`src/rtl/abac_pkg.sv`:
```
`timescale 1ns / 1ps
// abac_pkg: types, constants and codes shared by the bump arena allocator
// depends on nothing; imported by the top level and abac_div
package abac_pkg;

  localparam int ADDR_W            = 48;
  localparam int SIZE_W            = 32;
  localparam int LG_W              = 4;
  localparam int PAD_W             = 15;
  localparam int CFG_IDX_W         = 1;

  localparam int CP_DEPTH          = 16;
  localparam int RECORD_BYTES      = 16;
  localparam int RECORD_ALIGN_LOG2 = 3;

  localparam int CP_CNT_W = $clog2(CP_DEPTH + 1);
  localparam int CP_IDX_W = (CP_DEPTH > 1) ? $clog2(CP_DEPTH) : 1;
  localparam int DIV_CNT_W = $clog2(SIZE_W);

  typedef enum logic [CFG_IDX_W-1:0] {
    REG_BASE = 1'b0,
    REG_SIZE = 1'b1
  } cfg_reg_t;

  typedef enum logic [2:0] {
    MODE_PUSH     = 3'd0,
    MODE_PUSH_ALL = 3'd1,
    MODE_POP      = 3'd2,
    MODE_CP_PUSH  = 3'd3,
    MODE_CP_POP   = 3'd4,
    MODE_CP_DROP  = 3'd5,
    MODE_FLUSH    = 3'd6,
    MODE_NOP      = 3'd7
  } mode_t;

  typedef enum logic [2:0] {
    STAT_OK      = 3'd0,
    STAT_NO_ROOM = 3'd1,
    STAT_POP_BIG = 3'd2,
    STAT_NO_CP   = 3'd3,
    STAT_CP_FULL = 3'd4
  } status_t;

  typedef enum logic [2:0] {
    ST_IDLE,
    ST_CALC,
    ST_EXEC,
    ST_DIV,
    ST_FIN
  } state_t;

  typedef struct packed {
    logic              go;
    logic [SIZE_W-1:0] dividend;
    logic [SIZE_W-1:0] divisor;
  } div_req_t;

  typedef struct packed {
    logic              done;
    logic [SIZE_W-1:0] quot;
    logic [SIZE_W-1:0] rem;
  } div_rsp_t;

endpackage

```
`src/rtl/arena_bump_allocator_checkpoints_unit.sv`:
```
`timescale 1ns / 1ps
// arena_bump_allocator_checkpoints_unit: top level of the bump arena allocator
// depends on abac_pkg, abac_ram (checkpoint stack) and abac_div (push all)
//
// An item is taken when start is high and busy is low. Every item gives one
// result word, shown for one cycle with out_valid; it cannot be held off.
// Most modes step through address and padding, the state update with the
// checkpoint ram access, the free count, then the result word. Push all runs
// the slot count through a bit-serial divider, one quotient bit a cycle.
// Configuration is written through cfg_we, cfg_index and cfg_wdata; the user
// must do so only while the block is idle, which the block does not enforce.
module arena_bump_allocator_checkpoints_unit
  import abac_pkg::*;
(
  input  logic                 clk,
  input  logic                 rst_n,
  input  logic                 cfg_we,
  input  logic [CFG_IDX_W-1:0] cfg_index,
  input  logic [ADDR_W-1:0]    cfg_wdata,
  input  logic                 start,
  output logic                 busy,
  input  logic [2:0]           in_mode,
  input  logic [SIZE_W-1:0]    in_size,
  input  logic [LG_W-1:0]      in_align_log2,
  output logic                 out_valid,
  output logic [2:0]           out_status,
  output logic [ADDR_W-1:0]    out_address,
  output logic [SIZE_W-1:0]    out_slot_count,
  output logic [SIZE_W-1:0]    out_bytes_taken,
  output logic [SIZE_W-1:0]    out_bytes_left
);

  state_t               state_r, state_nxt;
  logic [ADDR_W-1:0]    base_r;
  logic [SIZE_W-1:0]    size_r;
  logic [SIZE_W-1:0]    used_r, used_nxt;
  logic [CP_CNT_W-1:0]  cnt_r, cnt_nxt;
  mode_t                mode_r;
  logic [SIZE_W-1:0]    sz_r;
  logic [LG_W-1:0]      lg_r;
  logic [ADDR_W-1:0]    top_r;
  logic [PAD_W-1:0]     pad_r;
  logic [SIZE_W-1:0]    free_r;
  status_t              status_r, status_nxt;
  logic [ADDR_W-1:0]    addr_r, addr_nxt;
  logic [SIZE_W-1:0]    slots_r, slots_nxt;
  logic [SIZE_W-1:0]    taken_r, taken_nxt;
  logic                 out_valid_r;
  status_t              out_status_r;
  logic [ADDR_W-1:0]    out_address_r;
  logic [SIZE_W-1:0]    out_slot_count_r;
  logic [SIZE_W-1:0]    out_bytes_taken_r;
  logic [SIZE_W-1:0]    out_bytes_left_r;

  logic                 accept;
  logic [LG_W-1:0]      lg_eff;
  logic [ADDR_W-1:0]    top_calc;
  logic [PAD_W:0]       pad_one;
  logic [PAD_W-1:0]     pad_mask;
  logic [PAD_W-1:0]     pad_calc;
  logic [SIZE_W-1:0]    free_calc;
  logic [SIZE_W-1:0]    eff_sz;
  logic [SIZE_W:0]      need;
  logic                 fit;
  logic                 cp_full;
  logic                 cp_empty;
  logic                 go_div;
  logic [ADDR_W-1:0]    addr_calc;
  logic                 mem_we;
  logic [CP_IDX_W-1:0]  mem_waddr;
  logic [CP_IDX_W-1:0]  mem_raddr;
  logic [SIZE_W-1:0]    mem_rdata;
  div_req_t             div_req;
  div_rsp_t             div_rsp;

  assign accept = start && (state_r == ST_IDLE);
  assign busy   = (state_r != ST_IDLE);

  // configuration registers
  always_ff @(posedge clk) begin
    if (!rst_n) begin
      base_r <= '0;
      size_r <= '0;
    end else if (cfg_we) begin
      case (cfg_reg_t'(cfg_index))
        REG_BASE: base_r <= cfg_wdata;
        REG_SIZE: size_r <= cfg_wdata[SIZE_W-1:0];
        default: ;
      endcase
    end
  end

  // top of arena, padding and free bytes
  always_comb begin
    lg_eff    = (mode_r == MODE_CP_PUSH) ? LG_W'(RECORD_ALIGN_LOG2) : lg_r;
    top_calc  = base_r + ADDR_W'(used_r);
    pad_one   = (PAD_W + 1)'(1) << lg_eff;
    pad_mask  = PAD_W'(pad_one - (PAD_W + 1)'(1));
    pad_calc  = (~top_calc[PAD_W-1:0] + PAD_W'(1)) & pad_mask;
    free_calc = (used_r > size_r) ? '0 : size_r - used_r;
  end

  // fit check and stack state
  always_comb begin
    eff_sz    = (mode_r == MODE_CP_PUSH) ? SIZE_W'(RECORD_BYTES) : sz_r;
    need      = (SIZE_W + 1)'(pad_r) + {1'b0, eff_sz};
    fit       = (eff_sz != '0) && (need <= {1'b0, free_r});
    addr_calc = top_r + ADDR_W'(pad_r);
    cp_full   = (cnt_r == CP_CNT_W'(CP_DEPTH));
    cp_empty  = (cnt_r == '0);
    go_div    = (mode_r == MODE_PUSH_ALL) && fit;
  end

  assign mem_raddr = CP_IDX_W'(cnt_r - CP_CNT_W'(1));
  assign mem_waddr = CP_IDX_W'(cnt_r);

  // next state
  always_comb begin
    state_nxt = state_r;
    case (state_r)
      ST_IDLE: if (accept) state_nxt = ST_CALC;
      ST_CALC: state_nxt = ST_EXEC;
      ST_EXEC: state_nxt = go_div ? ST_DIV : ST_FIN;
      ST_DIV:  if (div_rsp.done) state_nxt = ST_FIN;
      ST_FIN:  state_nxt = ST_IDLE;
      default: state_nxt = ST_IDLE;
    endcase
  end

  // state update and result
  always_comb begin
    used_nxt         = used_r;
    cnt_nxt          = cnt_r;
    status_nxt       = status_r;
    addr_nxt         = addr_r;
    slots_nxt        = slots_r;
    taken_nxt        = taken_r;
    mem_we           = 1'b0;
    div_req.go       = 1'b0;
    div_req.dividend = free_r - SIZE_W'(pad_r);
    div_req.divisor  = sz_r;
    case (state_r)
      ST_EXEC: begin
        status_nxt = STAT_OK;
        addr_nxt   = '0;
        slots_nxt  = '0;
        taken_nxt  = '0;
        case (mode_r)
          MODE_PUSH: begin
            if (fit) begin
              addr_nxt  = addr_calc;
              taken_nxt = need[SIZE_W-1:0];
              used_nxt  = used_r + need[SIZE_W-1:0];
            end else begin
              status_nxt = STAT_NO_ROOM;
            end
          end
          MODE_PUSH_ALL: begin
            if (fit) begin
              addr_nxt   = addr_calc;
              div_req.go = 1'b1;
            end else begin
              status_nxt = STAT_NO_ROOM;
            end
          end
          MODE_POP: begin
            if (sz_r > used_r) begin
              status_nxt = STAT_POP_BIG;
            end else begin
              used_nxt = used_r - sz_r;
            end
          end
          MODE_CP_PUSH: begin
            if (cp_full) begin
              status_nxt = STAT_CP_FULL;
            end else if (fit) begin
              mem_we    = 1'b1;
              cnt_nxt   = cnt_r + CP_CNT_W'(1);
              addr_nxt  = addr_calc;
              taken_nxt = need[SIZE_W-1:0];
              used_nxt  = used_r + need[SIZE_W-1:0];
            end else begin
              status_nxt = STAT_NO_ROOM;
            end
          end
          MODE_CP_POP: begin
            if (cp_empty) begin
              status_nxt = STAT_NO_CP;
            end else begin
              cnt_nxt = cnt_r - CP_CNT_W'(1);
              if (mem_rdata > used_r) begin
                status_nxt = STAT_POP_BIG;
              end else begin
                used_nxt = mem_rdata;
              end
            end
          end
          MODE_CP_DROP: begin
            if (cp_empty) begin
              status_nxt = STAT_NO_CP;
            end else begin
              cnt_nxt = cnt_r - CP_CNT_W'(1);
            end
          end
          MODE_FLUSH: begin
            used_nxt = '0;
            cnt_nxt  = '0;
          end
          default: ;
        endcase
      end
      ST_DIV: begin
        if (div_rsp.done) begin
          slots_nxt = div_rsp.quot;
          taken_nxt = free_r - div_rsp.rem;
          used_nxt  = size_r - div_rsp.rem;
        end
      end
      default: ;
    endcase
  end

  always_ff @(posedge clk) begin
    if (!rst_n) begin
      state_r     <= ST_IDLE;
      used_r      <= '0;
      cnt_r       <= '0;
      out_valid_r <= 1'b0;
    end else begin
      state_r     <= state_nxt;
      used_r      <= used_nxt;
      cnt_r       <= cnt_nxt;
      out_valid_r <= (state_r == ST_FIN);
    end
    if (accept) begin
      mode_r <= mode_t'(in_mode);
      sz_r   <= in_size;
      lg_r   <= in_align_log2;
    end
    if (state_r == ST_CALC) begin
      top_r  <= top_calc;
      pad_r  <= pad_calc;
      free_r <= free_calc;
    end
    status_r <= status_nxt;
    addr_r   <= addr_nxt;
    slots_r  <= slots_nxt;
    taken_r  <= taken_nxt;
    if (state_r == ST_FIN) begin
      out_status_r      <= status_r;
      out_address_r     <= addr_r;
      out_slot_count_r  <= slots_r;
      out_bytes_taken_r <= taken_r;
      out_bytes_left_r  <= free_calc;
    end
  end

  abac_ram #(
    .WIDTH (SIZE_W),
    .DEPTH (CP_DEPTH)
  ) u_cp_ram (
    .clk   (clk),
    .we    (mem_we),
    .waddr (mem_waddr),
    .wdata (used_r),
    .raddr (mem_raddr),
    .rdata (mem_rdata)
  );

  abac_div u_div (
    .clk   (clk),
    .rst_n (rst_n),
    .req   (div_req),
    .rsp   (div_rsp)
  );

  assign out_valid       = out_valid_r;
  assign out_status      = out_status_r;
  assign out_address     = out_address_r;
  assign out_slot_count  = out_slot_count_r;
  assign out_bytes_taken = out_bytes_taken_r;
  assign out_bytes_left  = out_bytes_left_r;

  a_cnt_bound: assert property (@(posedge clk) disable iff (!rst_n)
    cnt_r <= CP_CNT_W'(CP_DEPTH))
    else $error("checkpoint count above depth");

  a_fin_word: assert property (@(posedge clk) disable iff (!rst_n)
    (state_r == ST_FIN) |=> out_valid_r)
    else $error("no result word after finish");

  a_word_idle: assert property (@(posedge clk) disable iff (!rst_n)
    out_valid_r |-> (state_r == ST_IDLE))
    else $error("result word while busy");

  a_div_done: assert property (@(posedge clk) disable iff (!rst_n)
    div_rsp.done |-> (state_r == ST_DIV))
    else $error("divider done outside push all");

  a_full_flag: assert property (@(posedge clk) disable iff (!rst_n)
    (out_valid_r && (out_status_r == STAT_CP_FULL)) |-> cp_full)
    else $error("stack full reported below depth");

endmodule

```
`src/rtl/abac_ram.sv`:
```
`timescale 1ns / 1ps
// abac_ram: generic single-write, single-read ram with registered read data
// standalone; holds the checkpoint stack
module abac_ram #(
  parameter int WIDTH = 32,
  parameter int DEPTH = 16
) (
  input  logic                                      clk,
  input  logic                                      we,
  input  logic [((DEPTH > 1) ? $clog2(DEPTH) : 1)-1:0] waddr,
  input  logic [WIDTH-1:0]                          wdata,
  input  logic [((DEPTH > 1) ? $clog2(DEPTH) : 1)-1:0] raddr,
  output logic [WIDTH-1:0]                          rdata
);

  logic [WIDTH-1:0] mem [DEPTH];

  always_ff @(posedge clk) begin
    if (we) begin
      mem[waddr] <= wdata;
    end
    rdata <= mem[raddr];
  end

endmodule

```
`src/rtl/abac_div.sv`:
```
`timescale 1ns / 1ps
// abac_div: restoring divider, one quotient bit per cycle
// depends on abac_pkg for widths and the request/response structs
module abac_div
  import abac_pkg::*;
(
  input  logic     clk,
  input  logic     rst_n,
  input  div_req_t req,
  output div_rsp_t rsp
);

  logic                 busy_r, busy_nxt;
  logic                 done_r, done_nxt;
  logic [DIV_CNT_W-1:0] cnt_r, cnt_nxt;
  logic [SIZE_W-1:0]    rem_r, rem_nxt;
  logic [SIZE_W-1:0]    q_r, q_nxt;
  logic [SIZE_W-1:0]    dvs_r, dvs_nxt;
  logic [SIZE_W:0]      shifted;
  logic [SIZE_W:0]      trial;

  always_comb begin
    shifted  = {rem_r, q_r[SIZE_W-1]};
    trial    = shifted - {1'b0, dvs_r};
    busy_nxt = busy_r;
    done_nxt = 1'b0;
    cnt_nxt  = cnt_r;
    rem_nxt  = rem_r;
    q_nxt    = q_r;
    dvs_nxt  = dvs_r;
    if (req.go) begin
      busy_nxt = 1'b1;
      cnt_nxt  = '0;
      rem_nxt  = '0;
      q_nxt    = req.dividend;
      dvs_nxt  = req.divisor;
    end else if (busy_r) begin
      if (!trial[SIZE_W]) begin
        rem_nxt = trial[SIZE_W-1:0];
        q_nxt   = {q_r[SIZE_W-2:0], 1'b1};
      end else begin
        rem_nxt = shifted[SIZE_W-1:0];
        q_nxt   = {q_r[SIZE_W-2:0], 1'b0};
      end
      cnt_nxt = cnt_r + DIV_CNT_W'(1);
      if (cnt_r == DIV_CNT_W'(SIZE_W - 1)) begin
        busy_nxt = 1'b0;
        done_nxt = 1'b1;
      end
    end
  end

  always_ff @(posedge clk) begin
    if (!rst_n) begin
      busy_r <= 1'b0;
      done_r <= 1'b0;
      cnt_r  <= '0;
    end else begin
      busy_r <= busy_nxt;
      done_r <= done_nxt;
      cnt_r  <= cnt_nxt;
    end
    rem_r <= rem_nxt;
    q_r   <= q_nxt;
    dvs_r <= dvs_nxt;
  end

  assign rsp.done = done_r;
  assign rsp.quot = q_r;
  assign rsp.rem  = rem_r;

endmodule
```
`config.mk`:
```
export PLATFORM = sky130hd
export DESIGN_NAME = arena_bump_allocator_checkpoints_unit
export DESIGN_NICKNAME = d
export VERILOG_FILES = /design/src/rtl/abac_pkg.sv /design/src/rtl/arena_bump_allocator_checkpoints_unit.sv /design/src/rtl/abac_ram.sv /design/src/rtl/abac_div.sv
export SDC_FILE = /design/constraint.sdc
export NUM_CORES = 2
export LEC_CHECK = 0
export BUFFER_PORTS_ARGS = -buffer_cell sky130_fd_sc_hd__buf_2
export CORE_MARGIN = 2
export CORE_UTILIZATION = 61
export DETAILED_ROUTE_END_ITERATION = 8
export GPL_TIMING_DRIVEN = 0
export PLACE_DENSITY = 0.77
export RECOVER_POWER = 50
export SYNTH_ARGS = -nofsm -noshare
export SYNTH_HDL_FRONTEND = slang
export SYNTH_SLANG_ARGS = --single-unit
```
`constraint.sdc`:
```
create_clock -name clk -period 13 [get_ports clk]
set_input_delay 1.3 -clock clk [delete_from_list [all_inputs] [get_ports clk]]
set_output_delay 1.3 -clock clk [all_outputs]
set_load 0.01 [all_outputs]
```
==> impl_metrics.ini <==
[routing]
drt-initial-drc-count = 5339
drc = 0
first_pass_iters = 9
drtAntennaViolNets = 0
vias = 43200
wire_per_inst_um = 28.7
vias_per_cell = 6.55
routed_wl_um = 189000

[timing]
clock.fmax_mhz = 82.8
period_needed_ns = 12.07
setup_viol = 0
tns_ns = 0
report.final.slew_viol_count = 324
hold_violations = 0
worst_pin_slew_ns = 3.52
maxSlewHeadroom_pct = -135
skew_ns = 0.0590
rsz0062_at_grt = no
finalCritPeriodShare_pct = 92.9

[grt]
grt_antenna_before_repair = 10
grt_pass1_vias = 41400
overflow = 0
grt_max_degree = 66
grt.total_usage_pct = 38.2
grt_pass1_wl_um = 272000

[yosys]
syn_nets = 5278
async_reset_ff_share_pct = 0
synthXorXnorAreaFrac_pct = 4.53
synthSimpleGateAreaFrac_pct = 9.97
yosys.area_share.adder_pct = 7.57
synth-compound-area-share_pct = 12.5
yosys_warnings = 0
syn_area_mm2 = 0.0587
synth_top_area_share_pct = 49.7
synth_edf_count = 972
synth_flop_cell = edfxtp_1
synth_top_family_by_area = compound AO/OA/AOI/OAI gates
ys_seq_elements = 1164
avgSynthCellArea_um2 = 12.1
synthDistinctLibCells = 94
synth_area_leaders = edfxtp_1, ha_1, dfxtp_1
synth_mux_area_share_pct = 6.43
yosysSeqAreaShare_pct = 56.3
synth_area_leader_cell = edfxtp_1
synthCells = 4837

[layout]
layout-drive-gt1-share_pct = 12.3
final_cell_mix = edfxtp_1, nand2_1, a21oi_1
multi_input_area_mm2 = 0.0242
regArea_mm2 = 0.0330
layout_commonest_cell = edfxtp_1
stdcell_area_mm2 = 0.0659
fillers = 6707
final_cells = 6598
syn_to_final_growth_pct = 12.3
final_nets = 5668

[place]
place_area_mm2 = 0.0622
placed_cells = 6374
port_buffers = 240
post-dp-hpwl_um = 138000
routabilityCongestion = 1.02

[hold_path]
min_to = out_address[43]$_DFFE_PP_
hold_start = addr_r[43]$_DFFE_PP_
holdPathStages = 0
hold_path.class = reg -> reg

[critical_path]
critPathMaxStageDelay_ns = 0.98
crit_fanout = 10
crit_path_top_delay_cell = clkbuf_1
r2r-end = u_div.q_r[0]$_DFFE_PP_
critPathLaunchType = flip-flop
worstRegToRegCells = 29
end_kind = flip-flop
cp.required_ns = 13.46
regToRegSetupSlack_ns = 0.93
cp.arrival_ns = 12.53
r2r_start = mode_r[0]$_DFFE_PP_
crit_type = reg -> reg

[status]
failed_checks = max-capacitance violations, max-slew violations
outcome = complete, but fails checks

[cts]
cts-resized-gates = 0
h-tree-depth = 3
cts_sinks = 1164
post_cts_buffers = 0
clk_pin_slew_ns = 0.07
cts_tree = built
ctsHoldBuffers = 0
clock_latency_ns = 0.76
cts_buffers = 116
cts-root-buf = clkbuf_16
cts_buffer_depth = 3

[power]
leakage_uw = 0.0245
p_per_area_mw_per_mm2 = 160
max-vdd-ir-drop_mv = 0.145

[floorplanning]
die_w_um = 314
die_h_um = 314
rows = 113
core_area_mm2 = 0.0952
initial_core_util_pct = 61.7
dieArea_mm2 = 0.0987
io_pins = 241

[run]
max_cap_viol_count = 9
-- cells in the mapped netlist (14+ instances only) --
| master | number |
|---|---|
| nor2_1 | 322 |
| nor2b_1 | 36 |
| o21a_1 | 37 |
| nor3_1 | 83 |
| xor2_1 | 120 |
| dfxtp_1 | 192 |
| xnor2_1 | 180 |
| or3_1 | 25 |
| nor4_1 | 25 |
| and3_1 | 44 |
| or2_2 | 15 |
| nand2_1 | 443 |
| a211oi_1 | 23 |
| o31ai_1 | 21 |
| o211ai_1 | 23 |
| clkbuf_1 | 128 |
| nand2b_1 | 52 |
| o21bai_1 | 33 |
| edfxtp_1 | 972 |
| a21o_1 | 131 |
| a21oi_1 | 400 |
| o21ai_0 | 271 |
| a221oi_1 | 14 |
| nand4_1 | 38 |
| buf_1 | 22 |
| and2_1 | 52 |
| mux4_2 | 160 |
| mux2i_1 | 16 |
| a31oi_1 | 38 |
| ha_1 | 339 |
| inv_1 | 249 |
| nand3_1 | 92 |
-- power breakdown --
| group | internal [µW] | switching (µW) | total (µW) |
|---|---|---|---|
| clock | 1970 | 1500 | 3460 |
| combinational | 981 | 1720 | 2700 |
| sequential | 4200 | 174 | 4370 |
| total | 7140 | 3390 | 10500 |
-- flip-flops by register name, indices dropped and copies added, names as in the netlist, 48 cells and up --
register / count
u_cp_ram.mem: 512
addr_r: 48
base_r: 48
out_address: 48
top_r: 48
-- worst max-delay path, delay by kind of cell (launching register included) --
family,cells,cell delay [ns]
AND/OR/NAND/NOR,12,3.83
adder cells (fa/ha/maj),2,0.76
buffers and inverters,6,3.39
flip-flops,1,0.33
AO/OA/AOI/OAI,8,2.78
XOR/XNOR,1,0.60
-- layer usage --
metal | part of all wire [%] | GRT usage [%]
met3 | 10 | 7.27
met1 | 36 | 48.9
met5 | 0.033 | 0
met2 | 46 | 60.6
met4 | 7.4 | 23.7
-- per-stage QoR --
step           power (µW)  hold slack, ns  setup slack (ns)  util, %
6_report            10500           0.415             0.927     69.3
2_1_floorplan        6210           0.400              4.85        -
3_3_place_gp         7000           0.401             -2.11     64.6
5_1_grt             10900           0.419              1.15     69.3
3_5_place_dp         7040           0.405              1.60     65.3
4_1_cts             10500           0.417              1.56     69.5
-- worst max-delay path by stage --
stage	slack, ns	from	endpoint
after floorplan	4.85	mode_r[0]$_DFFE_PP_	u_cp_ram.mem[3][0]$_DFFE_PP_
after global placement	-2.11	mode_r[0]$_DFFE_PP_	u_cp_ram.mem[1][4]$_DFFE_PP_
after detailed placement	1.60	mode_r[0]$_DFFE_PP_	u_div.q_r[0]$_DFFE_PP_
after CTS	1.56	mode_r[0]$_DFFE_PP_	u_div.q_r[0]$_DFFE_PP_
after global routing	1.15	mode_r[0]$_DFFE_PP_	u_cp_ram.mem[1][3]$_DFFE_PP_
final	0.93	mode_r[0]$_DFFE_PP_	u_div.q_r[0]$_DFFE_PP_
-- layout make-up --
type | instances | share of cell area, %
multi-input cells | 3255 | 36.6
repair buffers | 272 | 2.43
inverters | 250 | 1.42
well taps | 1265 | 2.40
diodes | 4 | 0.0152
clock buffers | 155 | 4.81
plain buffers | 168 | 1.03
clock inverters | 65 | 1.15
flip-flops and latches | 1164 | 50.1
-- logic make-up after synthesis --
family / count (synthesis)
AO/OA/AOI/OAI: 1163
flip-flops: 1164
AND/OR/NAND/NOR: 1264
adder cells (fa/ha/maj): 349
buffers and inverters: 418
XOR/XNOR: 302
multiplexers: 177
Power figures use the tool's default switching activity.
